**config.mk**
```make
export PLATFORM = sky130hd
export DESIGN_NAME = rvg_pipe
export DESIGN_NICKNAME = d
export VERILOG_FILES = /design/src/rvg_pkg.sv /design/src/rvg_pipe.sv
export SDC_FILE = /design/constraint.sdc
export NUM_CORES = 1
export LEC_CHECK = 0
export ABC_AREA = 1
export BUFFER_PORTS_ARGS = -buffer_cell sky130_fd_sc_hd__buf_2
export CAP_MARGIN = 30
export CELL_PAD_IN_SITES_DETAIL_PLACEMENT = 1
export CELL_PAD_IN_SITES_GLOBAL_PLACEMENT = 1
export CORE_MARGIN = 2
export CORE_UTILIZATION = 29
export CTS_BUF_LIST = sky130_fd_sc_hd__clkbuf_16
export DETAILED_ROUTE_END_ITERATION = 6
export GPL_ROUTABILITY_DRIVEN = 0
export GPL_TIMING_DRIVEN = 0
export PLACE_DENSITY_LB_ADDON = 0.2
export SLEW_MARGIN = 20
export SYNTH_ARGS = -nofsm -noshare
export SYNTH_HDL_FRONTEND = slang
export SYNTH_SLANG_ARGS = --single-unit
```
**constraint.sdc**
```tcl
create_clock -name clk -period 1.18 [get_ports clk]
set_input_delay 0.118 -clock clk [delete_from_list [all_inputs] [get_ports clk]]
set_output_delay 0.118 -clock clk [all_outputs]
set_load 0.03 [all_outputs]
```
**src/rvg_pkg.sv**
```systemverilog
// ----------------------------------------------------------------------------
// rvg_pkg: shared types and constants of the radial gain pipeline
// Stage numbering, fixed-point widths, configuration codes and a rounding
// helper used by the gain polynomial module.
// ----------------------------------------------------------------------------
package rvg_pkg;

  // Field widths
  localparam int CENTRE_W   = 12;
  localparam int RECIP_W    = 32;
  localparam int COEF_W     = 16;
  localparam int R_W        = 20;   // unsigned Q4.16 powers of the radius
  localparam int GAIN_W     = 16;   // signed Q4.12 gain
  localparam int CH_W       = 8;
  localparam int FIELD_CH   = 3;
  localparam int CFG_IDX_W  = 3;
  localparam int CFG_DATA_W = 32;

  localparam logic [R_W-1:0] R_MAX = '1;

  // Configuration register indexes
  localparam logic [CFG_IDX_W-1:0] REG_CENTRE_X = 3'd0;
  localparam logic [CFG_IDX_W-1:0] REG_CENTRE_Y = 3'd1;
  localparam logic [CFG_IDX_W-1:0] REG_RECIP    = 3'd2;
  localparam logic [CFG_IDX_W-1:0] REG_COEF_R2  = 3'd3;
  localparam logic [CFG_IDX_W-1:0] REG_COEF_R4  = 3'd4;
  localparam logic [CFG_IDX_W-1:0] REG_COEF_R6  = 3'd5;

  // Pipeline stages, in order
  localparam int ST_DIFF = 0;
  localparam int ST_SQ   = 1;
  localparam int ST_PP   = 2;
  localparam int ST_R2   = 3;
  localparam int ST_R2SQ = 4;
  localparam int ST_R4   = 5;
  localparam int ST_R6P  = 6;
  localparam int ST_R6   = 7;
  localparam int ST_TERM = 8;
  localparam int ST_GAIN = 9;
  localparam int ST_MUL  = 10;
  localparam int ST_OUT  = 11;
  localparam int NSTAGE  = 12;

  typedef logic [NSTAGE-1:0] stage_vec_t;
  typedef logic [CH_W-1:0]   pix_t;
  typedef pix_t [FIELD_CH-1:0] chans_t;

  typedef struct packed {
    logic [CENTRE_W-1:0]      centre_x;
    logic [CENTRE_W-1:0]      centre_y;
    logic [RECIP_W-1:0]       recip;
    logic signed [COEF_W-1:0] coef_r2;
    logic signed [COEF_W-1:0] coef_r4;
    logic signed [COEF_W-1:0] coef_r6;
  } cfg_t;

  // Round a Q8.32 product back to Q4.16 and saturate
  function automatic logic [R_W-1:0] round_sat(input logic [2*R_W-1:0] p);
    logic [2*R_W:0]    t;
    logic [R_W+4:0]    q;
    t = {1'b0, p} + (2*R_W+1)'(1 << 15);
    q = t[2*R_W:16];
    return (q > (R_W+5)'(R_MAX)) ? R_MAX : q[R_W-1:0];
  endfunction

endpackage

```
**src/rvg_pipe.sv**
```systemverilog
// ----------------------------------------------------------------------------
// rvg_pipe: valid bits and stage enables of the gain pipeline
// A stage loads when it is empty or when the stage after it moves on,
// so bubbles close up behind a stalled output.
// ----------------------------------------------------------------------------
module rvg_pipe (
  input  logic               clk,
  input  logic               rst,
  input  logic               in_valid,
  output logic               in_stall,
  output logic               out_valid,
  input  logic               out_stall,
  output rvg_pkg::stage_vec_t en
);
  import rvg_pkg::*;

  stage_vec_t v;

  always_comb begin
    en[NSTAGE-1] = !v[NSTAGE-1] || !out_stall;
    for (int k = NSTAGE - 2; k >= 0; k--) begin
      en[k] = !v[k] || en[k+1];
    end
  end

  always_ff @(posedge clk) begin
    if (rst) begin
      v <= '0;
    end else begin
      if (en[0]) begin
        v[0] <= in_valid;
      end
      for (int k = 1; k < NSTAGE; k++) begin
        if (en[k]) begin
          v[k] <= v[k-1];
        end
      end
    end
  end

  assign in_stall  = !en[0];
  assign out_valid = v[NSTAGE-1];

  // Reset empties every stage
  a_reset_empty: assert property (@(posedge clk) rst |=> (v == '0))
    else $error("pipeline not empty after reset");

  // An accepted beat lands in the first stage
  a_accept_lands: assert property (@(posedge clk) disable iff (rst)
    (in_valid && !in_stall) |=> v[0])
    else $error("accepted beat lost at pipeline entry");

  // A held stage keeps its item
  a_hold_keeps: assert property (@(posedge clk) disable iff (rst)
    1'b1 |=> ((($past(v) & ~$past(en)) & ~v) == '0))
    else $error("held stage dropped its item");

  // A full pipeline behind a stalled output refuses input
  a_full_stalls: assert property (@(posedge clk) disable iff (rst)
    ((&v) && out_stall) |-> in_stall)
    else $error("input taken while pipeline full and output stalled");

endmodule

```
# == Word level (Yosys, flattened, before mapping) ==
# Index checks and enable logic that the tools add are counted.
# W data, S select, Z words.
# word_totals
register_bits,12
out_inout_bits,14
word_cells,38
# op_classes
reduce_logical,26
# ops
operator,count
$logic_not A1 Y1,14
$logic_or A1 B1 Y1,12

# == Longest topological paths before layout ==
# logic_depth
word_depth,14
mapped_depth,8
ltp_nobuf,8

# == Least setup slack after synthesis ==
# OpenSTA, ideal clock, no wires.
# synth_path
kind,register -> output
start,register v[11]
end,output port in_stall
arrival_time_ns,2.065
required_ns,1.062
path_slack_ns,-1.003
path_stages_with_launch,9
n_path_buf,0
path_cell_list,dfxtp_1 > nand2_2 > nor2_4 > nand4_4 > nor2_4 > nand4_4 > nor2_4 > nand3_2 > inv_1
# synth_via
elab_chain_len,14
# synth_rtl
item,line_no,source
"start, declared",rvg_pipe.sv:17,stage_vec_t v;
"start signal, assigned by index",rvg_pipe.sv:35,v[k] <= v[k-1];
$logic_not A1 Y1,rvg_pipe.sv:20,en[NSTAGE-1] = !v[NSTAGE-1] || !out_stall;
$logic_or A1 B1 Y1,rvg_pipe.sv:20,
via en[11],rvg_pipe.sv:13,output rvg_pkg::stage_vec_t en
$logic_or A1 B1 Y1 (4 in a row),rvg_pipe.sv:22,en[k] = !v[k] || en[k+1];
via en[7],rvg_pipe.sv:13,
$logic_or A1 B1 Y1 (4 in a row),rvg_pipe.sv:22,
via en[3],rvg_pipe.sv:13,
$logic_or A1 B1 Y1 (3 in a row),rvg_pipe.sv:22,
via en[0],rvg_pipe.sv:13,
$logic_not A1 Y1,rvg_pipe.sv:41,assign in_stall = !en[0];
"end, declared",rvg_pipe.sv:10,"output logic in_stall,"
# The timed path passes the listed nets, and every way through them passes these cells.

# == Final worst setup path ==
# layout_path
start,register v[11]
end,output port en[4]
# layout_via
elab_chain_len,9
# layout_rtl
item,line_no
$logic_not A1 Y1,rvg_pipe.sv:20
$logic_or A1 B1 Y1,rvg_pipe.sv:20
$logic_or A1 B1 Y1 (7 in a row),rvg_pipe.sv:22
"end, declared",rvg_pipe.sv:13
# Every way passes these cells.

==> out/results.tsv <==
metric	value	unit
drt drc	0	
final hold vios	0	
relative slew slack	0.638	
Setup-failing EPs final	20	
Via-to-Cell Ratio	4.46	
Crit. End Element	output pin	
vias in the first global route	477	
max cap viols	0	
WP data arrival	1570	ps
Initial DRT Pass Iterations	2	
first-pass GRT wire length	1.95	mm
Max FO, Critical Path	3	
Die H	45.0	µm
DRT iter0 DRCs	2	
CTS Sinks	12	
pwr dens	1150	nW/µm²
number of routed nets with antenna violations	0	
Site Rows	14	
clock skew after layout	3.35	ps
DP Worst Slack	-378	ps
Initial Util	0.317	
Top Registers	v: 12 flops	
max layer used	met4	
Tmin final	1690	ps
Inserted Diodes	0	
WP data required	1060	ps
Routed WL	1.32	mm
nets	93	
most used flip-flop cell after synthesis	dfxtp_1	
setup TNS	-5840	ps
CTS tree	built	
failing checks	setup timing	
hold-fix buffers at CTS	0	
detailed route wirelength on metal2	758	µm
FILL cells	190	
post-synthesis sequential area ratio	0.492	
Final Worst Setup Slack	-511	ps
Cell Area, Synth	488	µm²
Hold Crit Class	in2reg	
Reg with most FFs	v	
fin. max-slew vios	0	
Worst-Margin Slew	543	ps
CTS H-tree lvls	1	
Pwr Total	1.05	mW
most common library cells after synthesis	inv_1 (16), dfxtp_1 (12), a21oi_1 (8)	
cell with the most instances after synthesis	inv_1	
IO Pins	18	
Vias	464	
clock tree buffer depth	2	
crit share post-route	1.43	
EDFF count, synth	0	
Cell variety after synth	11	
post-synthesis register bit count	12	
Met3 Wirelength	55	µm
DP Wirelength	785	µm
Port Buf Inserts	17	
dominant cells by area after synthesis	dfxtp_1 (49%), inv_1 (12%), nand4_4 (8.7%)	
run status	finished, violations left	
syn avg cell area	8.87	µm²
Max VDD drop	678	µV
die area	2030	µm²
crit path kind	reg2out	
Die W	45.0	µm
maximum clock rate	591	MHz
RSZ-0062 raised after global routing	true	
share of layout cells above drive strength 1	0.591	
Leakage	0.395	nW
CP startpoint kind	flop	
clk root buf	clkbuf_16	
TritonCTS buffer count	3	
Largest register FFs	12	
syn_nets	59	
M1 wire length	493	µm
core area	1540	µm²
async set-reset flop share out of synthesis	0	
Total GRT Usage	0.140	
clock-pin slew on the worst setup and hold paths	40	ps
Syn Inst Count	55	
Final Core Density	0.594	
cell taking the most area after synthesis	dfxtp_1	
global route overflow	0	
synthesis-to-finish area growth	87.7	%
post-detailed-route wirelength per cell	12.7	µm
YS warnings	0	
initial antenna violation count	0	
largest net degree at the start of global routing	11	
Worst-Skew Late Latency	240	ps
top-area cell type share of the netlist area	0.492	
-- final cells by class --
cell class	instances	area (µm²)	area share
sequential	12	244	0.266
inverter	16	62.6	0.0683
timing repair buffer	29	269	0.294
clock inverter	1	3.75	0.00410
clock buffer	3	75.1	0.0820
buffer	1	3.75	0.00410
tap	16	20.0	0.0219
multi-input combinational	26	238	0.260
-- cells by family (layout without fill, tap and decap cells) --
group,count (synthesis),after routing,synth area share
buf+inv,17,50,0.131
simple gates,16,16,0.259
flops,12,12,0.492
compound gates,10,10,0.118
-- per-stage QoR --
stage,area (µm²),instances,hold WS (ps)
2_1_floorplan,520,55,177
3_3_place_gp,626,88,307
3_5_place_dp,626,88,310
4_1_cts,822,99,58.0
5_1_grt,916,104,88.5
6_report,916,104,75.1
-- routing by layer --
metal | vias to the layer above | GRT usage
li1 | 232 | -
met1 | 218 | 0.151
met2 | 12 | 0.229
met3 | 2 | 0.0400
met4 | 0 | 0.106
met5 | - | 0
-- repair_timing --
item / CTS / global route
pin swaps: 4 / 3
buffers inserted: 7 / 7
gates resized for setup: 21 / 20
endpoints found under the setup margin: 15 / 19
endpoints found under the hold margin: 0 / 0
-- path summary, 6_finish.rpt --
kind | start | to | slack [ps] | cells past startpoint
max | v[11] | en[4] | -510 | 10
min | rst | v[11] | 80 | 2
max reg2reg | v[11] | v[0] | -270 | 9
min reg2reg | v[7] | v[8] | 490 | 2
-- power breakdown --
part | leakage (nW) | internal (mW) | switching [mW]
clock network | 0.0423 | 0.445 | 0.168
logic | 0.254 | 0.00808 | 0.0161
registers | 0.0980 | 0.410 | 0.00538
-- worst max-delay path, stage by stage (launching register included) --
cell     delay, ps
dfxtp_4        360
nand2_8         50
nor2_4         130
nand4_4        100
nor2_4         130
buf_4          130
buf_6           90
nand2_4         60
nor2_4         100
inv_1           60
buf_6          130
-- cell usage in the layout, fill, tap and decap left out --
cell type,instances
clkbuf_16,3
a21oi_1,6
buf_6,17
nor2_4,5
inv_4,1
nand2_2,1
dfxtp_4,1
clkbuf_1,1
buf_4,7
inv_1,13
nand2_8,1
nor2_1,4
buf_2,5
nand3_4,1
dfxtp_1,11
nand4_4,2
nand2_4,1
a21oi_2,4
nand2_1,1
inv_2,3
Power figures use the tool's default switching activity.
