`config.mk`:
```
export PLATFORM = sky130hd
export DESIGN_NAME = rvg_poly
export DESIGN_NICKNAME = d
export VERILOG_FILES = /design/src/rvg_pkg.sv /design/src/rvg_poly.sv
export SDC_FILE = /design/constraint.sdc
export NUM_CORES = 2
export LEC_CHECK = 0
export ABC_AREA = 1
export BUFFER_PORTS_ARGS = -buffer_cell sky130_fd_sc_hd__buf_2
export CAP_MARGIN = 30
export CORE_ASPECT_RATIO = 0.8
export CORE_MARGIN = 10
export CORE_UTILIZATION = 58
export DETAILED_ROUTE_END_ITERATION = 7
export PLACE_DENSITY = 0.71
export SETUP_SLACK_MARGIN = 0.3
export SYNTH_ARGS = -nofsm -noshare
export SYNTH_HDL_FRONTEND = slang
export SYNTH_SLANG_ARGS = --single-unit
export TNS_END_PERCENT = 100
```
`constraint.sdc`:
```
create_clock -name clk -period 9.7 [get_ports clk]
set_clock_uncertainty 0.05 [all_clocks]
set_input_delay 1.94 -clock clk [delete_from_list [all_inputs] [get_ports clk]]
set_output_delay 1.94 -clock clk [all_outputs]
set_load 0.02 [all_outputs]
```
`src/rvg_pkg.sv`:
```
// ----------------------------------------------------------------------------
// rvg_pkg: shared types and constants of the radial gain pipeline
// Stage numbering, fixed-point widths, configuration codes and a rounding
// helper used by the gain polynomial module.
// ----------------------------------------------------------------------------
package rvg_pkg;

  // Field widths
  localparam int CENTRE_W   = 12;
  localparam int RECIP_W    = 32;
  localparam int COEF_W     = 16;
  localparam int R_W        = 20;   // unsigned Q4.16 powers of the radius
  localparam int GAIN_W     = 16;   // signed Q4.12 gain
  localparam int CH_W       = 8;
  localparam int FIELD_CH   = 3;
  localparam int CFG_IDX_W  = 3;
  localparam int CFG_DATA_W = 32;

  localparam logic [R_W-1:0] R_MAX = '1;

  // Configuration register indexes
  localparam logic [CFG_IDX_W-1:0] REG_CENTRE_X = 3'd0;
  localparam logic [CFG_IDX_W-1:0] REG_CENTRE_Y = 3'd1;
  localparam logic [CFG_IDX_W-1:0] REG_RECIP    = 3'd2;
  localparam logic [CFG_IDX_W-1:0] REG_COEF_R2  = 3'd3;
  localparam logic [CFG_IDX_W-1:0] REG_COEF_R4  = 3'd4;
  localparam logic [CFG_IDX_W-1:0] REG_COEF_R6  = 3'd5;

  // Pipeline stages, in order
  localparam int ST_DIFF = 0;
  localparam int ST_SQ   = 1;
  localparam int ST_PP   = 2;
  localparam int ST_R2   = 3;
  localparam int ST_R2SQ = 4;
  localparam int ST_R4   = 5;
  localparam int ST_R6P  = 6;
  localparam int ST_R6   = 7;
  localparam int ST_TERM = 8;
  localparam int ST_GAIN = 9;
  localparam int ST_MUL  = 10;
  localparam int ST_OUT  = 11;
  localparam int NSTAGE  = 12;

  typedef logic [NSTAGE-1:0] stage_vec_t;
  typedef logic [CH_W-1:0]   pix_t;
  typedef pix_t [FIELD_CH-1:0] chans_t;

  typedef struct packed {
    logic [CENTRE_W-1:0]      centre_x;
    logic [CENTRE_W-1:0]      centre_y;
    logic [RECIP_W-1:0]       recip;
    logic signed [COEF_W-1:0] coef_r2;
    logic signed [COEF_W-1:0] coef_r4;
    logic signed [COEF_W-1:0] coef_r6;
  } cfg_t;

  // Round a Q8.32 product back to Q4.16 and saturate
  function automatic logic [R_W-1:0] round_sat(input logic [2*R_W-1:0] p);
    logic [2*R_W:0]    t;
    logic [R_W+4:0]    q;
    t = {1'b0, p} + (2*R_W+1)'(1 << 15);
    q = t[2*R_W:16];
    return (q > (R_W+5)'(R_MAX)) ? R_MAX : q[R_W-1:0];
  endfunction

endpackage

```
`src/rvg_poly.sv`:
```
// ----------------------------------------------------------------------------
// rvg_poly: gain polynomial 1 + a*r2 + b*r4 + c*r6 in signed Q4.12
// Higher powers alternate a multiply stage with a round/saturate stage.
// ----------------------------------------------------------------------------
module rvg_poly (
  input  logic                             clk,
  input  rvg_pkg::stage_vec_t              en,
  input  rvg_pkg::cfg_t                    cfg,
  input  logic [rvg_pkg::R_W-1:0]          r2_in,
  output logic signed [rvg_pkg::GAIN_W-1:0] gain
);
  import rvg_pkg::*;

  localparam int PRW = 2 * R_W;
  localparam int TW  = COEF_W + R_W + 1;
  localparam int AW  = TW + 2;
  localparam logic signed [AW-1:0] G_HI = AW'(32767);
  localparam logic signed [AW-1:0] G_LO = AW'(-32768);

  logic [PRW-1:0]        r2sq, r6p;
  logic [R_W-1:0]        r2_d4, r2_d5, r2_d6, r2_d7;
  logic [R_W-1:0]        r4, r4_d6, r4_d7, r6;
  logic signed [TW-1:0]  t2_next, t4_next, t6_next, t2, t4, t6;
  logic signed [AW-1:0]  acc, rnd, gp;

  always_ff @(posedge clk) begin
    if (en[ST_R2SQ]) begin
      r2sq  <= PRW'(r2_in) * PRW'(r2_in);
      r2_d4 <= r2_in;
    end
    if (en[ST_R4]) begin
      r4    <= round_sat(r2sq);
      r2_d5 <= r2_d4;
    end
    if (en[ST_R6P]) begin
      r6p   <= PRW'(r4) * PRW'(r2_d5);
      r2_d6 <= r2_d5;
      r4_d6 <= r4;
    end
    if (en[ST_R6]) begin
      r6    <= round_sat(r6p);
      r2_d7 <= r2_d6;
      r4_d7 <= r4_d6;
    end
  end

  assign t2_next = TW'(cfg.coef_r2) * TW'($signed({1'b0, r2_d7}));
  assign t4_next = TW'(cfg.coef_r4) * TW'($signed({1'b0, r4_d7}));
  assign t6_next = TW'(cfg.coef_r6) * TW'($signed({1'b0, r6}));

  always_ff @(posedge clk) begin
    if (en[ST_TERM]) begin
      t2 <= t2_next;
      t4 <= t4_next;
      t6 <= t6_next;
    end
  end

  // Round to Q.12 with floor semantics, add unity, saturate
  assign acc = AW'(t2) + AW'(t4) + AW'(t6);
  assign rnd = acc + AW'(32768);
  assign gp  = (rnd >>> 16) + AW'(4096);

  always_ff @(posedge clk) begin
    if (en[ST_GAIN]) begin
      if (gp > G_HI) begin
        gain <= G_HI[GAIN_W-1:0];
      end else if (gp < G_LO) begin
        gain <= G_LO[GAIN_W-1:0];
      end else begin
        gain <= gp[GAIN_W-1:0];
      end
    end
  end

endmodule

```
* After elaboration in Yosys (flattened, before gate mapping) *
Index checks and enable logic that the tools add are counted.

operators by class
  $add $sub $neg = 6
  $lt $le $gt $ge = 4
  multipliers = 5
  muxes and demuxes = 1

operators by type and width
  kind                      number
  $mul A16 B21 Y37          3
  $add A40 B16 Y41 const B  2
  $mul A20 B20 Y40          2
  $gt A25 B20 Y1 const B    2
  $add A38 B37 Y39          1
  $add A39 B17 Y39 const B  1
  $add A37 B37 Y38          1
  $add A23 B14 Y24 const B  1
  $gt A24 B16 Y1 const B    1
  $lt A24 B16 Y1 const B    1
  $mux W16                  1

word-level totals
  output and inout bits = 16
  word-level logic and storage cells = 30
  flip-flop bits (word level) = 367

* Longest topological paths before layout *
  word-level depth = 6
  mapped depth = 33

* Worst setup path after synthesis *
Ideal clock, no wire load.

  path kind = input -> register
  start = in r2_in[5] (netlist name)
  end = reg r2sq[36], data pin
  arrival time = 7.854 ns
  setup slack = 1.537 ns
  path buffers = 2
  cell stages on the path = 27
  path through = clkbuf_1 -> buf_1 -> nand2_1 -> fa_1 -> fa_1 -> fa_1 -> fa_1 -> inv_1 -> fa_1 -> fa_1 -> inv_1 -> fa_1 -> inv_1 -> ha_1 -> a21oi_1 -> o21ai_0 -> a211oi_1 -> nand2_1 -> a21oi_1 -> o21ai_0 -> nand2_1 -> nand2_1 -> nand2_1 -> nand2_1 -> nand3_1 -> nand2_1 -> xor2_1

on the way
  word-level cells in the longest chain between the ends = 1

RTL lines
  what                  line            text
  from (decl)           rvg_poly.sv:9   input logic [rvg_pkg::R_W-1:0] r2_in,
  $mul A20 B20 Y40      rvg_poly.sv:28  r2sq <= PRW'(r2_in) * PRW'(r2_in);
  to (signal assigned)  rvg_poly.sv:28
  to (decl)             rvg_poly.sv:20  logic [PRW-1:0] r2sq, r6p;

Every way passes these cells.
A chain may end at the register's enable or synchronous reset.

* Worst setup path in the final report *
  start = in r2_in[7] (netlist name)
  end = reg r2sq[36], data pin

The elaborated chain is that of the path after synthesis.

==> results by group <==
CTS
  • Clock Pin Slew Worst Setup and Hold Paths: approximately 0.070 ns
  • CTS sink cnt: around 340
  • TritonCTS clock tree: built
  • Post-CTS Setup Bufs: 0
  • Num CTS Buffers: 35
  • Post-CTS Hold Buffers: 0
  • CTS max path bufs: 3
  • CTS HTree Levels: 2
  • Clock latency on the worst-skew pair: roughly 0.58 ns
  • Root buf cell: clkbuf_16
  • Post-CTS Resized: 0

STA
  • Fmax: 121 MHz
  • Final setup viols: 0
  • Post-layout min period: 8.24 ns
  • Rel. slew slack: about a quarter
  • Worst Tran Pin Value: 1.12 ns
  • Hold Vio Cnt, Final: 0
  • Period utilization: a little over four fifths
  • TNS Setup: 0 ns
  • RSZ-0062 raised after global routing: false
  • Fin. max-slew vios: 0

Run status
  • Status: completed

Yosys
  • Seq/Total Area, Yosys: a little over an eighth
  • Prevailing post-synth register cell: edfxtp_1
  • Flop and latch count out of synthesis: 337
  • Post-Syn Area: between 70000 and 80000 µm²
  • Syn nets: between 10000 and 15000
  • Post-synth EDFFs: 337
  • Unique masters post-synth: 60
  • Post-Syn Instances: between 8000 and 9000
  • Mean post-synth cell area: roughly 8.4 µm²
  • Fraction of registers with async set/reset: 0%
  • Yosys warnings: 0

Layout
  • Register area: about 10000 µm²
  • Area of the multi-input gates: between 50000 and 60000 µm²
  • Share of layout cells above drive strength 1: 3.65%
  • Most frequent cells in the layout: inv_1 (2773), nand2_1 (2076), fa_1 (1384)
  • # nets final: ~11000
  • Area Overhead vs Synth: 4.09%
  • Most common cell after layout, fill and taps aside: inv_1
  • # fillers: between 10000 and 15000

Critical path
  • Setup crit end kind: flop
  • Worst path bufs/invs: 4
  • Critical Path Start Type: primary input
  • Slowest CP cell: fa_1
  • Crit path kind: primary input to flop
  • Top delay family on crit path: adder cells
  • Crit-path max cell delay: 0.58 ns
  • Worst path arrival time: around 8.5 ns
  • Reg-to-reg slack, setup: between 2 and 2.5 ns
  • WP data required: about 10 ns
  • Worst Path Max Fanout: 23

Floorplan
  • Die Ht: ~340 µm
  • Die area: between 100000 and 150000 µm²
  • Boundary Pins: between 150 and 200
  • Initial core utilization: around 58%
  • Cell Rows: between 100 and 150
  • Core footprint: between 100000 and 150000 µm²
  • Die width: 420 µm

Global route
  • Global-route wire length before repair: about 300000 µm
  • GR Overflow Total: 0
  • Number of global-route vias before repair: 58600
  • Tot GR Track Use: between 20% and 30%
  • Initial antenna violation count: 3
  • Largest net degree at the start of global routing: between 60 and 70

Worst hold path
  • Hold Crit Class: flop to flop

Routing
  • Vias per cell: 5.27
  • Final WL: ~180000 µm
  • Vias post-DR: between 50000 and 60000
  • Avg WL per Cell: 17.2 µm
  • Initial DRC Count: a little over 4000
  • Residual DRC count: 0
  • Number of detailed-route iterations in the first pass: 6
  • Antenna Nets Post-Route: 0

Place
  • IO buf count: 90
  • RePlAce Congestion: 0.957
  • Detail Placement HPWL: roughly 150000 µm

Run
  • Max_cap viols: 0
-- synth_stat cells (all sizes together), types with 33 or more instances --
library cell / n / area [µm²]
xor2: 155 / 1360
nor3: 36 / 206
inv: 2781 / 10400
or2: 33 / 206
a21oi: 236 / 1210
nand3: 96 / 531
nand2: 2108 / 8000
o21ai: 130 / 666
ha: 764 / 9560
fa: 1384 / 27700
edfxtp: 337 / 10100
a31oi: 46 / 288
xnor2: 71 / 622
clkbuf: 289 / 1080
nor2: 248 / 1020
-- worst paths after layout --
check            start        end  cells after the start
min          r2_d6[12]  r2_d7[12]                      0
max           r2_in[7]   r2sq[36]                     26
min reg2reg  r2_d6[12]  r2_d7[12]                      0
max reg2reg   r2_d5[3]    r6p[39]                     29
-- logic make-up after synthesis --
group	Yosys count	synth area share [%]
buffers and inverters	3096	15.7
and+or+nand+nor	2582	14.0
adders and majority gates	2148	50.1
AOI/OAI and AO/OA	508	3.92
DFF	337	13.6
xor gates and xnor gates	226	2.66
-- layer usage --
layer / wire length (µm) / global-route usage, % / share of wire, % / up-vias
li1: - / - / - / 25400
met1: 78200 / 37.1 / 44 / 27300
met2: 82900 / 42.3 / 46 / 2009
met3: 14400 / 3.72 / 8.0 / 307
met4: 4000 / 5.95 / 2.2 / 2
met5: 20 / 0 / 0.011 / -
-- cell type report --
class | count | share of cell area, %
multi-input combinational | 5464 | 67.9
clock buffer | 41 | 1.16
clock inverter | 22 | 0.265
tap | 1666 | 2.69
timing repair buffer | 147 | 1.40
antenna | 1 | 0.00323
inverter | 2781 | 13.5
sequential | 337 | 13.1
-- through the flow --
stage	worst slack, ns	hold WS, ns	cell area [µm²]	util [%]	instances
5_1_grt	1.05	0.368	77400	60.8	10500
3_3_place_gp	0.967	0.351	75900	59.7	10400
3_5_place_dp	0.909	0.355	76200	59.9	10400
2_1_floorplan	1.54	0.350	74300	-	8897
4_1_cts	1.53	0.363	77300	60.7	10500
6_report	1.46	0.364	77400	60.8	10500
-- sequential cells by signal, indices dropped and copies added, names as in the netlist --
signal  count
r4         20
r2_d5      20
r2sq       26
t6         37
t2         37
gain       16
r2_d6      20
r6         20
r2_d7      20
r2_d4      19
r4_d7      20
t4         37
r6p        25
r4_d6      20
-- worst reg2reg max path, delay by kind of cell, from the launching register on --
| family | cells | cell delay, ns |
|---|---|---|
| XOR/XNOR | 1 | 0.15 |
| adder cells (fa/ha/maj) | 8 | 3.88 |
| flip-flops | 1 | 0.99 |
| buffers and inverters | 7 | 0.47 |
| AND/OR/NAND/NOR | 9 | 0.87 |
| AO/OA/AOI/OAI | 4 | 0.87 |
Power is left out: the tool's default activity adds up to more than one toggle a clock period on the data nets, which glitch-free logic cannot reach.
