### src/rvg_pkg.sv
// ----------------------------------------------------------------------------
// rvg_pkg: shared types and constants of the radial gain pipeline
// Stage numbering, fixed-point widths, configuration codes and a rounding
// helper used by the gain polynomial module.
// ----------------------------------------------------------------------------
package rvg_pkg;

  // Field widths
  localparam int CENTRE_W   = 12;
  localparam int RECIP_W    = 32;
  localparam int COEF_W     = 16;
  localparam int R_W        = 20;   // unsigned Q4.16 powers of the radius
  localparam int GAIN_W     = 16;   // signed Q4.12 gain
  localparam int CH_W       = 8;
  localparam int FIELD_CH   = 3;
  localparam int CFG_IDX_W  = 3;
  localparam int CFG_DATA_W = 32;

  localparam logic [R_W-1:0] R_MAX = '1;

  // Configuration register indexes
  localparam logic [CFG_IDX_W-1:0] REG_CENTRE_X = 3'd0;
  localparam logic [CFG_IDX_W-1:0] REG_CENTRE_Y = 3'd1;
  localparam logic [CFG_IDX_W-1:0] REG_RECIP    = 3'd2;
  localparam logic [CFG_IDX_W-1:0] REG_COEF_R2  = 3'd3;
  localparam logic [CFG_IDX_W-1:0] REG_COEF_R4  = 3'd4;
  localparam logic [CFG_IDX_W-1:0] REG_COEF_R6  = 3'd5;

  // Pipeline stages, in order
  localparam int ST_DIFF = 0;
  localparam int ST_SQ   = 1;
  localparam int ST_PP   = 2;
  localparam int ST_R2   = 3;
  localparam int ST_R2SQ = 4;
  localparam int ST_R4   = 5;
  localparam int ST_R6P  = 6;
  localparam int ST_R6   = 7;
  localparam int ST_TERM = 8;
  localparam int ST_GAIN = 9;
  localparam int ST_MUL  = 10;
  localparam int ST_OUT  = 11;
  localparam int NSTAGE  = 12;

  typedef logic [NSTAGE-1:0] stage_vec_t;
  typedef logic [CH_W-1:0]   pix_t;
  typedef pix_t [FIELD_CH-1:0] chans_t;

  typedef struct packed {
    logic [CENTRE_W-1:0]      centre_x;
    logic [CENTRE_W-1:0]      centre_y;
    logic [RECIP_W-1:0]       recip;
    logic signed [COEF_W-1:0] coef_r2;
    logic signed [COEF_W-1:0] coef_r4;
    logic signed [COEF_W-1:0] coef_r6;
  } cfg_t;

  // Round a Q8.32 product back to Q4.16 and saturate
  function automatic logic [R_W-1:0] round_sat(input logic [2*R_W-1:0] p);
    logic [2*R_W:0]    t;
    logic [R_W+4:0]    q;
    t = {1'b0, p} + (2*R_W+1)'(1 << 15);
    q = t[2*R_W:16];
    return (q > (R_W+5)'(R_MAX)) ? R_MAX : q[R_W-1:0];
  endfunction

endpackage

### src/rvg_radius.sv
// ----------------------------------------------------------------------------
// rvg_radius: squared distance to the optical centre, normalised to Q4.16
// Four stages: offsets, squares, split reciprocal products, round/saturate.
// ----------------------------------------------------------------------------
module rvg_radius #(
  parameter int COORD_BITS = 12
) (
  input  logic                       clk,
  input  rvg_pkg::stage_vec_t        en,
  input  rvg_pkg::cfg_t              cfg,
  input  logic [COORD_BITS-1:0]      pixel_row,
  input  logic [COORD_BITS-1:0]      pixel_col,
  output logic [rvg_pkg::R_W-1:0]    r2
);
  import rvg_pkg::*;

  localparam int DW  = COORD_BITS;
  localparam int SQW = 2 * DW;
  localparam int SW  = SQW + 1;
  localparam int HW  = RECIP_W / 2;
  localparam int PW  = (SW + RECIP_W + 1 > 53) ? SW + RECIP_W + 1 : 53;

  logic signed [DW:0]     dy, dx;
  logic signed [2*DW+1:0] sqy_full, sqx_full;
  logic [SQW-1:0]         sqy, sqx;
  logic [SW-1:0]          s;
  logic [SW+HW-1:0]       pp_lo_next, pp_hi_next, pp_lo, pp_hi;
  logic [PW-1:0]          full;
  logic [PW-33:0]         r2_pre;

  // Offsets: centre is taken modulo the coordinate range
  always_ff @(posedge clk) begin
    if (en[ST_DIFF]) begin
      dy <= $signed({1'b0, DW'(cfg.centre_y)}) - $signed({1'b0, pixel_row});
      dx <= $signed({1'b0, DW'(cfg.centre_x)}) - $signed({1'b0, pixel_col});
    end
  end

  assign sqy_full = dy * dy;
  assign sqx_full = dx * dx;

  always_ff @(posedge clk) begin
    if (en[ST_SQ]) begin
      sqy <= sqy_full[SQW-1:0];
      sqx <= sqx_full[SQW-1:0];
    end
  end

  // Split the reciprocal into halves to keep each multiplier narrow
  assign s          = SW'(sqy) + SW'(sqx);
  assign pp_lo_next = (SW+HW)'(s) * (SW+HW)'(cfg.recip[HW-1:0]);
  assign pp_hi_next = (SW+HW)'(s) * (SW+HW)'(cfg.recip[RECIP_W-1:HW]);

  always_ff @(posedge clk) begin
    if (en[ST_PP]) begin
      pp_lo <= pp_lo_next;
      pp_hi <= pp_hi_next;
    end
  end

  assign full   = (PW'(pp_hi) << HW) + PW'(pp_lo) + (PW'(1) << 31);
  assign r2_pre = full[PW-1:32];

  always_ff @(posedge clk) begin
    if (en[ST_R2]) begin
      r2 <= (r2_pre > (PW-32)'(R_MAX)) ? R_MAX : r2_pre[R_W-1:0];
    end
  end

endmodule

### config.mk
export PLATFORM = sky130hd
export DESIGN_NAME = rvg_radius
export DESIGN_NICKNAME = d
export VERILOG_FILES = /design/src/rvg_pkg.sv /design/src/rvg_radius.sv
export SDC_FILE = /design/constraint.sdc
export NUM_CORES = 2
export LEC_CHECK = 0
export ABC_AREA = 1
export BUFFER_PORTS_ARGS = -buffer_cell sky130_fd_sc_hd__buf_2
export CAP_MARGIN = 25
export CORE_AREA = 2 2 272 274
export CTS_CLUSTER_SIZE = 28
export DETAILED_ROUTE_END_ITERATION = 8
export DIE_AREA = 0 0 274 276
export PLACE_DENSITY_LB_ADDON = 0.3
export SYNTH_ARGS = -nofsm -noshare
export SYNTH_HDL_FRONTEND = slang
export SYNTH_SLANG_ARGS = --single-unit
### constraint.sdc
create_clock -name clk -period 8.8 [get_ports clk]
set_input_delay 1.32 -clock clk [delete_from_list [all_inputs] [get_ports clk]]
set_output_delay 1.32 -clock clk [all_outputs]
set_load 0.05 [all_outputs]
### Word level (Yosys, flattened, before mapping)

Cells that the tools add are included.

* register bits: 176
* bits in latches: 0
* memory bits (writable): 0
* ROM bits: 0
* input bits: 141
* output and inout bits: 20
* word-level logic and storage cells: 17
* memories: 0

* $add $sub $neg: 5
* $mul: 4
* divide/modulo/power cells: 0
* order comparisons: 1
* equality and inequality tests: 0
* shift-type cells: 0
* mux-type cells: 0
* bitwise operators: 0
* reduce and logical (&&, ||, !) cells: 0

Operator list (number)
* $mul A25 B16 Y41: 2
* $add A57 B41 Y58: 1
* $add A58 B32 Y58 const B: 1
* $mul A13 B13 Y24: 2
* $gt A26 B20 Y1 const B: 1
* $sub A12 B12 Y13: 2
* $add A24 B24 Y25: 1

### Longest topological paths before layout

* word-level depth: 3
* depth in mapped cells: 36
* gate-level depth less buffers: 35

### Worst setup path before layout

OpenSTA, ideal clock, no wires.

* path type: input to register
* start: input port cfg[49] (netlist bit)
* end: register pp_lo[35] (data pin)
* library setup time: 0.252 ns
* arrival time: 6.386 ns
* required time: 8.548 ns
* setup slack: 2.162 ns
* stages: 26
* cell sequence: clkbuf_1 > clkbuf_1 > nand2_1 > fa_1 > inv_1 > fa_1 > inv_1 > fa_1 > fa_1 > inv_1 > fa_1 > inv_1 > fa_1 > inv_1 > ha_1 > nand2_1 > nor2_1 > inv_1 > o21ai_0 > inv_1 > nand2_1 > nand2_1 > nand2_1 > nand2_1 > nand3_1 > nand2_1

* cells in the longest elaborated chain, start to end: 1

RTL lines
* start, declared: RTL line rvg_radius.sv:10 `input rvg_pkg::cfg_t cfg,`
* $mul A25 B16 Y41: RTL line rvg_radius.sv:51 `assign pp_lo_next = (SW+HW)'(s) * (SW+HW)'(cfg.recip[HW-1:0]);`
* named net pp_lo_next[35]: RTL line rvg_radius.sv:27 `logic [SW+HW-1:0] pp_lo_next, pp_hi_next, pp_lo, pp_hi;`
* end signal, assigned: RTL line rvg_radius.sv:56 `pp_lo <= pp_lo_next;`
* end, declared: RTL line rvg_radius.sv:27

The timed path passes the listed nets, and every way through them passes these cells.
A chain may end at the register's enable or synchronous reset.

### Final worst setup path

* start: register sqy[5]
* end: register pp_lo[37] (data pin)

* cells in the longest elaborated chain, start to end: 2

RTL lines
* start, declared: RTL line rvg_radius.sv:25 `logic [SQW-1:0] sqy, sqx;`
* start signal, assigned: RTL line rvg_radius.sv:44 `sqy <= sqy_full[SQW-1:0];`
* $add A24 B24 Y25: RTL line rvg_radius.sv:50 `assign s = SW'(sqy) + SW'(sqx);`
* $mul A25 B16 Y41: RTL line rvg_radius.sv:51
* named net pp_lo_next[37]: RTL line rvg_radius.sv:27

The timed path passes the listed nets, and every way through them passes these cells.

==> summary.txt <==
Run status
  – Status: complete, no violations

CTS
  – Hold_buf cts: 0
  – TritonCTS clock tree: built
  – CTS clk-pin slew, worst paths: 0.07 ns
  – Root buffer cell: clkbuf_16
  – # Post-CTS Setup Buffers: 0
  – Clock buffer depth: 2
  – Num CTS Buffers: 17
  – Clk Latency, worst-skew pair: about 0.50 ns
  – CTS Sinks: 158
  – CTS resizes: 0
  – # H-tree levels: 4

GRT
  – Initial antenna violation count: 5
  – Vias in the first global route: approximately 40000
  – First-pass GRT wire length: 208 mm
  – Largest net degree at the start of global routing: 67
  – Total GRT Usage: 0.353
  – Grt ovf: 0

Place
  – GP Congestion: around 1.0
  – Place WS: 1.12 ns
  – IO buf count: about 100
  – Placed Area: 48100 um^2
  – HPWL after DPL: a little over 100 mm

Logic synthesis
  – EDFF count, synth: 158
  – Post-synth top cells: inv_1, nand2_1, fa_1
  – Register area share after synthesis: 0.101
  – Synth top area cells: fa_1, ha_1, inv_1, edfxtp_1, nand2_1
  – #FFs+latches synth: 158
  – Mapped Area: 46900 um^2
  – Unique cell type count in the Yosys netlist: 50
  – Yosys warnings: 0
  – Synthesized Nets: 7232
  – Post-Synthesis Cells: 5729
  – Post-synth top flop: edfxtp_1
  – Synth async-reset ratio: 0
  – Yosys top cell area share: 0.389
  – Cell taking the most area after synthesis: fa_1
  – Mean post-synth cell area: 8.18 um^2
  – Dominant cell by count in the synthesized netlist: inv_1

Drt
  – Post-Route WL: 127 mm
  – DR DRC count: 0
  – Routed via count: 38144
  – Routed Antenna Nets: 0
  – Via density: 5.70
  – Wire per inst: 19.1 um
  – Initial DRC count: 3191
  – DRT Pass-1 Iters: 6

Timing
  – Final setup fails: 0
  – Transition time of the tightest slew-check pin: 0.912 ns
  – Setup WS post-layout: 0.898 ns
  – Slew headroom: 0.392
  – Max-slew violation count: 0
  – Final clock skew: 0.0234 ns
  – Final hold vios: 0
  – Final min period: 7.90 ns
  – Final Cycle Share: 0.898
  – Setup_tns: 0 ns
  – Max Freq: 0.127 GHz
  – RSZ-0062 raised after global routing: no

Critical path
  – CP Class: reg2reg
  – CP max stage delay: between 0.5 and 0.6 ns
  – Worst reg2reg setup slack: 0.90 ns
  – Crit path top cell by count: nand2_1
  – Crit Path Max Fanout: 13
  – Worst Setup Start Kind: flop
  – Crit. End Element: flop
  – Worst path slowest cell: fa_1
  – Required @ worst endpoint: between 9 and 10 ns
  – WP data arrival: 8.14 ns

Job
  – Maxcap violations: 0

Finish
  – Fraction of layout cells with a size suffix above 1: 0.0398
  – Syn-to-layout area delta: 3.94%
  – Final Cell Area: about 49000 um^2
  – Final net count: slightly above 7000
  – Layout Utilization: 0.671
  – Filler instances: 6075

Floorplan
  – Num rows: 99
  – Initial cell density of the core: 0.646
  – DIE AREA: 75600 um^2
  – Ports: 161
  – Die height: 276 um
  – Die span in x: 274 um
  – Core ar.: 72600 um^2

Worst hold path
  – Worst hold path class: reg2reg
-- flip-flops by register name, summed over array words and instances (netlist names) --
signal / flops
dx: 13
dy: 13
pp_hi: 41
pp_lo: 25
r2: 20
sqx: 23
sqy: 23
-- cell families (layout without fill, tap and decap cells) --
logic type,count (synthesis),after routing,share of synthesized area
compound gates,389,389,0.0468
xor+xnor,155,155,0.0290
fa+ha+maj,1362,1362,0.509
buf+inv,1651,1649,0.136
flops,158,158,0.101
other cells,0,2,0
simple gates,2014,2014,0.177
-- critical path: cells and delay by family (launching register included) --
family,cells,cell delay [ns]
AO/OA/AOI/OAI,6,1.45
AND/OR/NAND/NOR,8,0.73
flip-flops,1,0.39
buffers and inverters,8,1.32
adder cells (fa/ha/maj),8,3.75
-- routing by layer --
layer	vias up	track usage	wire length (um)	share of wire
li1	17118	-	-	-
met1	18555	0.438	46700	0.37
met2	1951	0.588	60600	0.48
met3	518	0.0751	12400	0.098
met4	2	0.171	7700	0.060
met5	-	0	10	0.000078
-- cell usage in the layout (no fill, tap or decap), types with 17 or more instances in the layout --
cell	synthesis	layout
nor3_1	34	34
a21o_1	22	22
nand2_1	1066	1066
ha_1	452	451
fa_1	910	910
xor2_1	100	100
o21ai_0	86	86
buf_4	13	52
buf_2	46	104
a21oi_1	191	191
xnor2_1	55	55
o21bai_1	25	25
nor2_1	469	469
edfxtp_1	158	158
clkbuf_16	0	17
nand4_1	28	28
a31oi_1	21	21
nand3_1	356	356
inv_1	1456	1456
-- stage by stage --
stage / std cells / hold WS, ns
after global routing: 6686 / 0.717
after global placement: 6653 / 0.645
after floorplan: 5729 / 0.493
after CTS: 6685 / 0.663
after detailed placement: 6653 / 0.649
final: 6688 / 0.654
-- final timing paths --
kind	endpoint	startpoint	cells after the start
max	pp_lo[37]	sqy[5]	30
min	r2[16]	pp_hi[32]	2
max reg2reg	pp_lo[37]	sqy[5]	30
min reg2reg	r2[16]	pp_hi[32]	2
-- layout make-up --
class / instances / area [um^2] / area share
clock inverters: 15 / 174 / 0.00357
multi-input cells: 3920 / 35700 / 0.734
repair buffers: 157 / 931 / 0.0191
well taps: 959 / 1200 / 0.0246
diodes: 2 / 5.00 / 0.000103
flip-flops and latches: 158 / 4740 / 0.0974
clock buffers: 17 / 425 / 0.00873
inverters: 1460 / 5480 / 0.113
Power is left out: the tool's default activity adds up to more than one toggle a clock period on the data nets, which glitch-free logic cannot reach.
