<file path="src/rvg_pkg.sv">
// ----------------------------------------------------------------------------
// rvg_pkg: shared types and constants of the radial gain pipeline
// Stage numbering, fixed-point widths, configuration codes and a rounding
// helper used by the gain polynomial module.
// ----------------------------------------------------------------------------
package rvg_pkg;

  // Field widths
  localparam int CENTRE_W   = 12;
  localparam int RECIP_W    = 32;
  localparam int COEF_W     = 16;
  localparam int R_W        = 20;   // unsigned Q4.16 powers of the radius
  localparam int GAIN_W     = 16;   // signed Q4.12 gain
  localparam int CH_W       = 8;
  localparam int FIELD_CH   = 3;
  localparam int CFG_IDX_W  = 3;
  localparam int CFG_DATA_W = 32;

  localparam logic [R_W-1:0] R_MAX = '1;

  // Configuration register indexes
  localparam logic [CFG_IDX_W-1:0] REG_CENTRE_X = 3'd0;
  localparam logic [CFG_IDX_W-1:0] REG_CENTRE_Y = 3'd1;
  localparam logic [CFG_IDX_W-1:0] REG_RECIP    = 3'd2;
  localparam logic [CFG_IDX_W-1:0] REG_COEF_R2  = 3'd3;
  localparam logic [CFG_IDX_W-1:0] REG_COEF_R4  = 3'd4;
  localparam logic [CFG_IDX_W-1:0] REG_COEF_R6  = 3'd5;

  // Pipeline stages, in order
  localparam int ST_DIFF = 0;
  localparam int ST_SQ   = 1;
  localparam int ST_PP   = 2;
  localparam int ST_R2   = 3;
  localparam int ST_R2SQ = 4;
  localparam int ST_R4   = 5;
  localparam int ST_R6P  = 6;
  localparam int ST_R6   = 7;
  localparam int ST_TERM = 8;
  localparam int ST_GAIN = 9;
  localparam int ST_MUL  = 10;
  localparam int ST_OUT  = 11;
  localparam int NSTAGE  = 12;

  typedef logic [NSTAGE-1:0] stage_vec_t;
  typedef logic [CH_W-1:0]   pix_t;
  typedef pix_t [FIELD_CH-1:0] chans_t;

  typedef struct packed {
    logic [CENTRE_W-1:0]      centre_x;
    logic [CENTRE_W-1:0]      centre_y;
    logic [RECIP_W-1:0]       recip;
    logic signed [COEF_W-1:0] coef_r2;
    logic signed [COEF_W-1:0] coef_r4;
    logic signed [COEF_W-1:0] coef_r6;
  } cfg_t;

  // Round a Q8.32 product back to Q4.16 and saturate
  function automatic logic [R_W-1:0] round_sat(input logic [2*R_W-1:0] p);
    logic [2*R_W:0]    t;
    logic [R_W+4:0]    q;
    t = {1'b0, p} + (2*R_W+1)'(1 << 15);
    q = t[2*R_W:16];
    return (q > (R_W+5)'(R_MAX)) ? R_MAX : q[R_W-1:0];
  endfunction

endpackage

</file>
<file path="src/rvg_scale.sv">
// ----------------------------------------------------------------------------
// rvg_scale: channel delay line and per-channel gain multiply with clamp
// Channels ride alongside the gain stages, then are scaled and clamped.
// ----------------------------------------------------------------------------
module rvg_scale #(
  parameter int CHANNELS = 3
) (
  input  logic                              clk,
  input  rvg_pkg::stage_vec_t               en,
  input  rvg_pkg::chans_t                   chan_in,
  input  logic signed [rvg_pkg::GAIN_W-1:0] gain,
  output rvg_pkg::chans_t                   chan_out
);
  import rvg_pkg::*;

  localparam int USED = (CHANNELS < FIELD_CH) ? CHANNELS : FIELD_CH;
  localparam int PRW  = CH_W + GAIN_W - 1;

  chans_t chd [ST_GAIN+1];
  logic   gpos;

  // Delay line: one slot per stage up to the gain stage
  always_ff @(posedge clk) begin
    if (en[ST_DIFF]) begin
      chd[0] <= chan_in;
    end
    for (int k = 1; k <= ST_GAIN; k++) begin
      if (en[k]) begin
        chd[k] <= chd[k-1];
      end
    end
  end

  always_ff @(posedge clk) begin
    if (en[ST_MUL]) begin
      gpos <= !gain[GAIN_W-1] && (gain != '0);
    end
  end

  for (genvar i = 0; i < FIELD_CH; i++) begin : g_lane
    if (i < USED) begin : g_used
      logic [PRW-1:0] prod;
      logic [PRW:0]   rnd;
      logic [PRW-12:0] q;
      pix_t           res;

      always_ff @(posedge clk) begin
        if (en[ST_MUL]) begin
          prod <= PRW'(chd[ST_GAIN][i]) * PRW'(gain[GAIN_W-2:0]);
        end
      end

      assign rnd = {1'b0, prod} + (PRW+1)'(2048);
      assign q   = rnd[PRW:12];

      always_ff @(posedge clk) begin
        if (en[ST_OUT]) begin
          res <= !gpos ? '0 : (q > (PRW-11)'(255)) ? '1 : q[CH_W-1:0];
        end
      end

      assign chan_out[i] = res;
    end else begin : g_unused
      assign chan_out[i] = '0;
    end
  end

endmodule

</file>
<file path="config.mk">
export PLATFORM = sky130hd
export DESIGN_NAME = rvg_scale
export DESIGN_NICKNAME = d
export VERILOG_FILES = /design/src/rvg_pkg.sv /design/src/rvg_scale.sv
export SDC_FILE = /design/constraint.sdc
export NUM_CORES = 1
export LEC_CHECK = 0
export BUFFER_PORTS_ARGS = -buffer_cell sky130_fd_sc_hd__buf_4
export CAP_MARGIN = 15
export CORE_MARGIN = 3
export CORE_UTILIZATION = 23
export CTS_CLUSTER_SIZE = 24
export DETAILED_ROUTE_END_ITERATION = 10
export PLACE_DENSITY = 0.44
export SETUP_SLACK_MARGIN = 0.1
export SLEW_MARGIN = 20
export SYNTH_ARGS = -nofsm -noshare
export SYNTH_HDL_FRONTEND = slang
export SYNTH_SLANG_ARGS = --single-unit
</file>
<file path="constraint.sdc">
create_clock -name clk -period 8.8 [get_ports clk]
set_input_delay 1.32 -clock clk [delete_from_list [all_inputs] [get_ports clk]]
set_output_delay 1.32 -clock clk [all_outputs]
set_load 0.02 [all_outputs]
</file>
### Yosys cells after proc, flatten, opt, wreduce, memory -nomap -nowiden

Memory sizes are Yosys's and may differ from the RTL's.
Index checks and enable logic that the tools add are counted.

| word-level totals | value |
|---|---|
| bits in registers | 94 |
| logic and storage cells | 43 |
| bits of input ports | 53 |
| bits in latches | 0 |
| memory bits (writable) | 240 |
| memories | 1 |
| output and inout bits | 24 |
| bits in read-only memories | 0 |

| cells by class | value |
|---|---|
| reduce and logical (&&, ||, !) cells | 3 |
| add/sub/neg operators | 3 |
| bitwise operators | 0 |
| multiply operators | 3 |
| mux-type cells | 23 |
| div/mod/pow operators | 0 |
| $lt $le $gt $ge | 3 |
| shift operators | 0 |
| equal/unequal tests | 0 |

Memories:

| name | words | width | rd ports | clocked after memory_dff | write ports | RTL line | RTL |
|---|---|---|---|---|---|---|---|
| chd | 10 | 24 | 10 | 0 | 10 | rvg_scale.sv:19 | `chans_t chd [ST_GAIN+1];` |

Operators with widths:

| cell | count |
|---|---|
| adder 23 x 12 -> 24 bit (second input constant) | 3 |
| multiplier 8 x 15 -> 23 bit | 3 |
| greater-than comparator 12 x 8 -> 1 bit (second input constant) | 3 |
| 2-to-1 mux 8 bit | 3 |
| 2-to-1 mux 1 bit | 20 |
| nonzero test 16 bit | 1 |
| logical AND 1 bit | 1 |
| logical NOT 1 bit | 1 |

### Logic depth before layout (Yosys ltp)

| depth | value |
|---|---|
| depth after elaboration | 3 |
| mapped depth | 19 |

### Least setup slack after synthesis

OpenSTA, ideal clock, no wires.

| timing | value |
|---|---|
| path type | input-to-reg |
| start point | input gain[0] (netlist name) |
| end point | register g_lane[0].g_used.prod[18] (data pin) |
| library setup time | 0.261 ns |
| data arrival time | 5.549 ns |
| cell stages on the path | 18 |
| required time | 8.539 ns |
| setup slack | 2.990 ns |
| path through | clkbuf_1 > clkbuf_1 > nand2_1 > fa_1 > fa_1 > inv_1 > fa_1 > inv_1 > fa_1 > inv_1 > ha_1 > and3_1 > a221oi_2 > o21ai_2 > o32a_4 > a221oi_4 > o21bai_2 > xor2_1 |

| between the ends | value |
|---|---|
| word-level cells in the longest chain between the ends | 1 |

Ends and longest elaborated chain:

| what | RTL line | RTL |
|---|---|---|
| start, declared | rvg_scale.sv:11 | `input logic signed [rvg_pkg::GAIN_W-1:0] gain,` |
| multiplier 8 x 15 -> 23 bit | rvg_scale.sv:49 | `prod <= PRW'(chd[ST_GAIN][i]) * PRW'(gain[GAIN_W-2:0]);` |
| end signal, assigned | rvg_scale.sv:49 |  |
| end, declared | rvg_scale.sv:42 | `logic [PRW-1:0] prod;` |

No other way between the ends.
A chain may end at the register's enable or synchronous reset.

### Worst setup path in the final report

| timing | value |
|---|---|
| start point | input gain[7] (netlist name) |
| end point | register g_lane[0].g_used.prod[18] (data pin) |

Same word-level chain as after synthesis.

==> impl_results.md <==
- Status: finished, final reports clean
- Max Freq: roughly 0.18 GHz
- Num CTS Buffers: 35
- RSZ-0062 raised after global routing: no
- Main flop type after synthesis: edfxtp_1
- Netlist Area Pre-Place: about 20000 µm²
- Avg Cell Area, Syn: about 13 µm²
- Crit-path cells: buf_4, and2_1, fa_1, fa_1, fa_1, inv_1, fa_1, inv_1, ha_1, and3_1, a221oi_2, o21ai_2, o32a_4, a221oi_4, o21bai_2, xor2_1
- Pre-Repair DR Iteration Count: 4
- Starting density of the core: 0.233
- Hold Crit Start: chd[7][16]
- Cell count after synthesis: around 1600
- Clock tree buffer depth: 3
- Post-DP HPWL: 29100 µm
- DIE HEIGHT: 303 µm
- Hold crit path type: reg2reg
- DIE AREA: 92100 µm²
- Core area: 87300 µm²
- Final period util: 0.629
- CP endpoint kind: flip-flop
- Worst Tran Pin Value: around 970 ps
- Clock Sinks: between 300 and 400
- Post-CTS Resized: 0
- GPL Wtd Cong: between 0.7 and 0.8
- Fill cell count: 9112
- Largest net degree at the start of global routing: 38
- All-Layer GR Usage: 0.0876
- Switching share of power: 0.346
- Post-synth EDFFs: about 300
- Slew HR: 0.347
- First-pass GRT wire length: ~65000 µm
- Internal: between 0.003 and 0.004 W
- Io pins: between 70 and 80
- Final net count: 2069
- Pleak: ~9.7 nW
- VDD IR-drop max: about 0.15 mV
- Critical path's largest stage delay: 530 ps
- Final total power: about 0.0057 W
- Post-synth cell types: 53
- Final TNS setup: 0 ps
- Reg2reg start: chd[9][10]
- Worst setup path start: gain[7]
- Skew final: 34.0 ps
- Cell at the root of the clock tree: clkbuf_16
- Yosys warning total: 0
- Final WL: roughly 38000 µm
- I/O Buffers: 76
- Drt drc: 0
- Via count: about 11000
- WL/cell: between 10 and 15 µm
- CP Buf/Inv Count: 3
- Layout area overhead: 14.4%
- Max Cap Violations: 0
- Sequential share of the synthesized area: 0.444
- Hold_buf cts: 0
- Min Tclk post-route: roughly 5500 ps
- Most frequent cells in the layout: 301 x edfxtp_1, 298 x and2_1, 262 x inv_1, 231 x fa_1, 123 x ha_1
- Switch Pwr: between 0.0015 and 0.002 W
- Clk network pwr share: 0.247
- Final worst slack: roughly 3300 ps
- Clock latency on the worst-skew pair: between 500 and 600 ps
- CP Data Arrival Time: between 5000 and 6000 ps
- Setup violators final: 0
- Comb pwr share: 0.405
- CTS tree: done
- Number of synthesized register bits: 301
- Vias in the first global route: 12300
- CP startpoint kind: input port
- Commonest non-fill, non-tap cell in the layout: edfxtp_1
- Die width: around 300 µm
- Asr flop ratio synth: 0
- Initial antenna violation count: 2
- Layout cell share with drive strength beyond 1: 0.0824
- Rows: between 100 and 150
- CTS clock-pin slew for the worst setup and hold paths: 60 ps
- Kind of critical path: in2reg
- Pins Over Slew Limit: 0
- Most frequent CP cell: fa_1
- Grt ovf: 0
- Reg power frac: 0.348
- Dpl ws: roughly 2700 ps
- Power Dens Cells: approximately 240 nW/µm²
- Postcts setup bufs: 0
- DR vias/cell: slightly below 4
- Fin. Hold Viols: 0
- Post-synth net total: 2012
- Crit-path slowest cell: fa_1
- Delay-heaviest family, CP: adder cells
- DR iter-0 viols: around 290
- Post-DRT Antenna Nets: 0
- Worst-path maximum fanout: 25
- H-tree depth: 2
- Req. time, crit path: around 9100 ps
[cell usage after synthesis (5+ instances only)]
master	n	share of area
inv_1	262	0.048
nor2_1	20	0.0037
nor2b_1	5	0.0015
ha_1	123	0.076
clkbuf_1	56	0.010
a21boi_0	22	0.0081
nand3_1	25	0.0061
nand2_1	73	0.013
xor2_1	25	0.011
a21oi_1	31	0.0076
o21ai_0	13	0.0032
and2_1	298	0.092
fa_1	231	0.23
o21a_1	5	0.0018
a21o_1	10	0.0037
nor3_1	7	0.0017
xnor2_1	27	0.012
a211oi_1	6	0.0022
edfxtp_1	301	0.44
and3_1	11	0.0034
[metrics by stage]
stage               utilization  instance area (µm²)  hold WS [ps]  std cells
CTS                       0.267                23300           399       2842
detailed placement        0.254                22200           405       2780
global route              0.267                23300           405       2842
floorplan                     -                20300           400       1605
global placement          0.254                22200           405       2780
finish                    0.267                23300           393       2843
[state kept, by name, indices dropped and copies added (netlist names)]
name                flops
g_lane.g_used.res      24
gpos                    1
chd                   240
g_lane.g_used.prod     36
[power groups by stage]
stage	Combinational, W	Clock (W)	Sequential [W]
after floorplan	0.00175	0	0.00198
after global placement	0.00232	0	0.00201
after detailed placement	0.00234	0	0.00201
after CTS	0.00236	0.00148	0.00198
after global routing	0.00269	0.00154	0.00200
final	0.00230	0.00141	0.00198
[cell families after synthesis]
family | count (synthesis) | synth area share
and+or+nand+nor | 463 | 0.130
adders and majority gates | 354 | 0.303
buffers and inverters | 318 | 0.0587
DFF | 301 | 0.444
AOI/OAI and AO/OA | 116 | 0.0411
xor gates and xnor gates | 52 | 0.0224
muxes | 1 | 0.000553
[layout make-up]
class / count / area, µm² / share of cell area
inverters: 262 / 983 / 0.0422
diodes: 1 / 2.50 / 0.000107
well taps: 1155 / 1450 / 0.0621
clock inverters: 19 / 221 / 0.00951
multi-input cells: 986 / 10100 / 0.434
flip-flops and latches: 301 / 9040 / 0.388
clock buffers: 43 / 906 / 0.0389
repair buffers: 76 / 571 / 0.0245
[final timing paths]
path | to | slack, ps | cells after the start
worst max-delay path | g_lane[0].g_used.prod[18] | 3270 | 16
worst min-delay path | chd[8][16] | 390 | 0
worst max register to register | g_lane[1].g_used.prod[21] | 3530 | 14
worst min register to register | chd[8][16] | 390 | 0
[routing by layer]
layer	up-vias	track usage	wire length, µm
li1	5335	-	-
met1	5605	0.116	17700
met2	183	0.144	18100
met3	50	0.0203	1900
met4	2	0.0232	706
met5	-	0	12
Note: power is estimated with default switching activity, not from simulation.
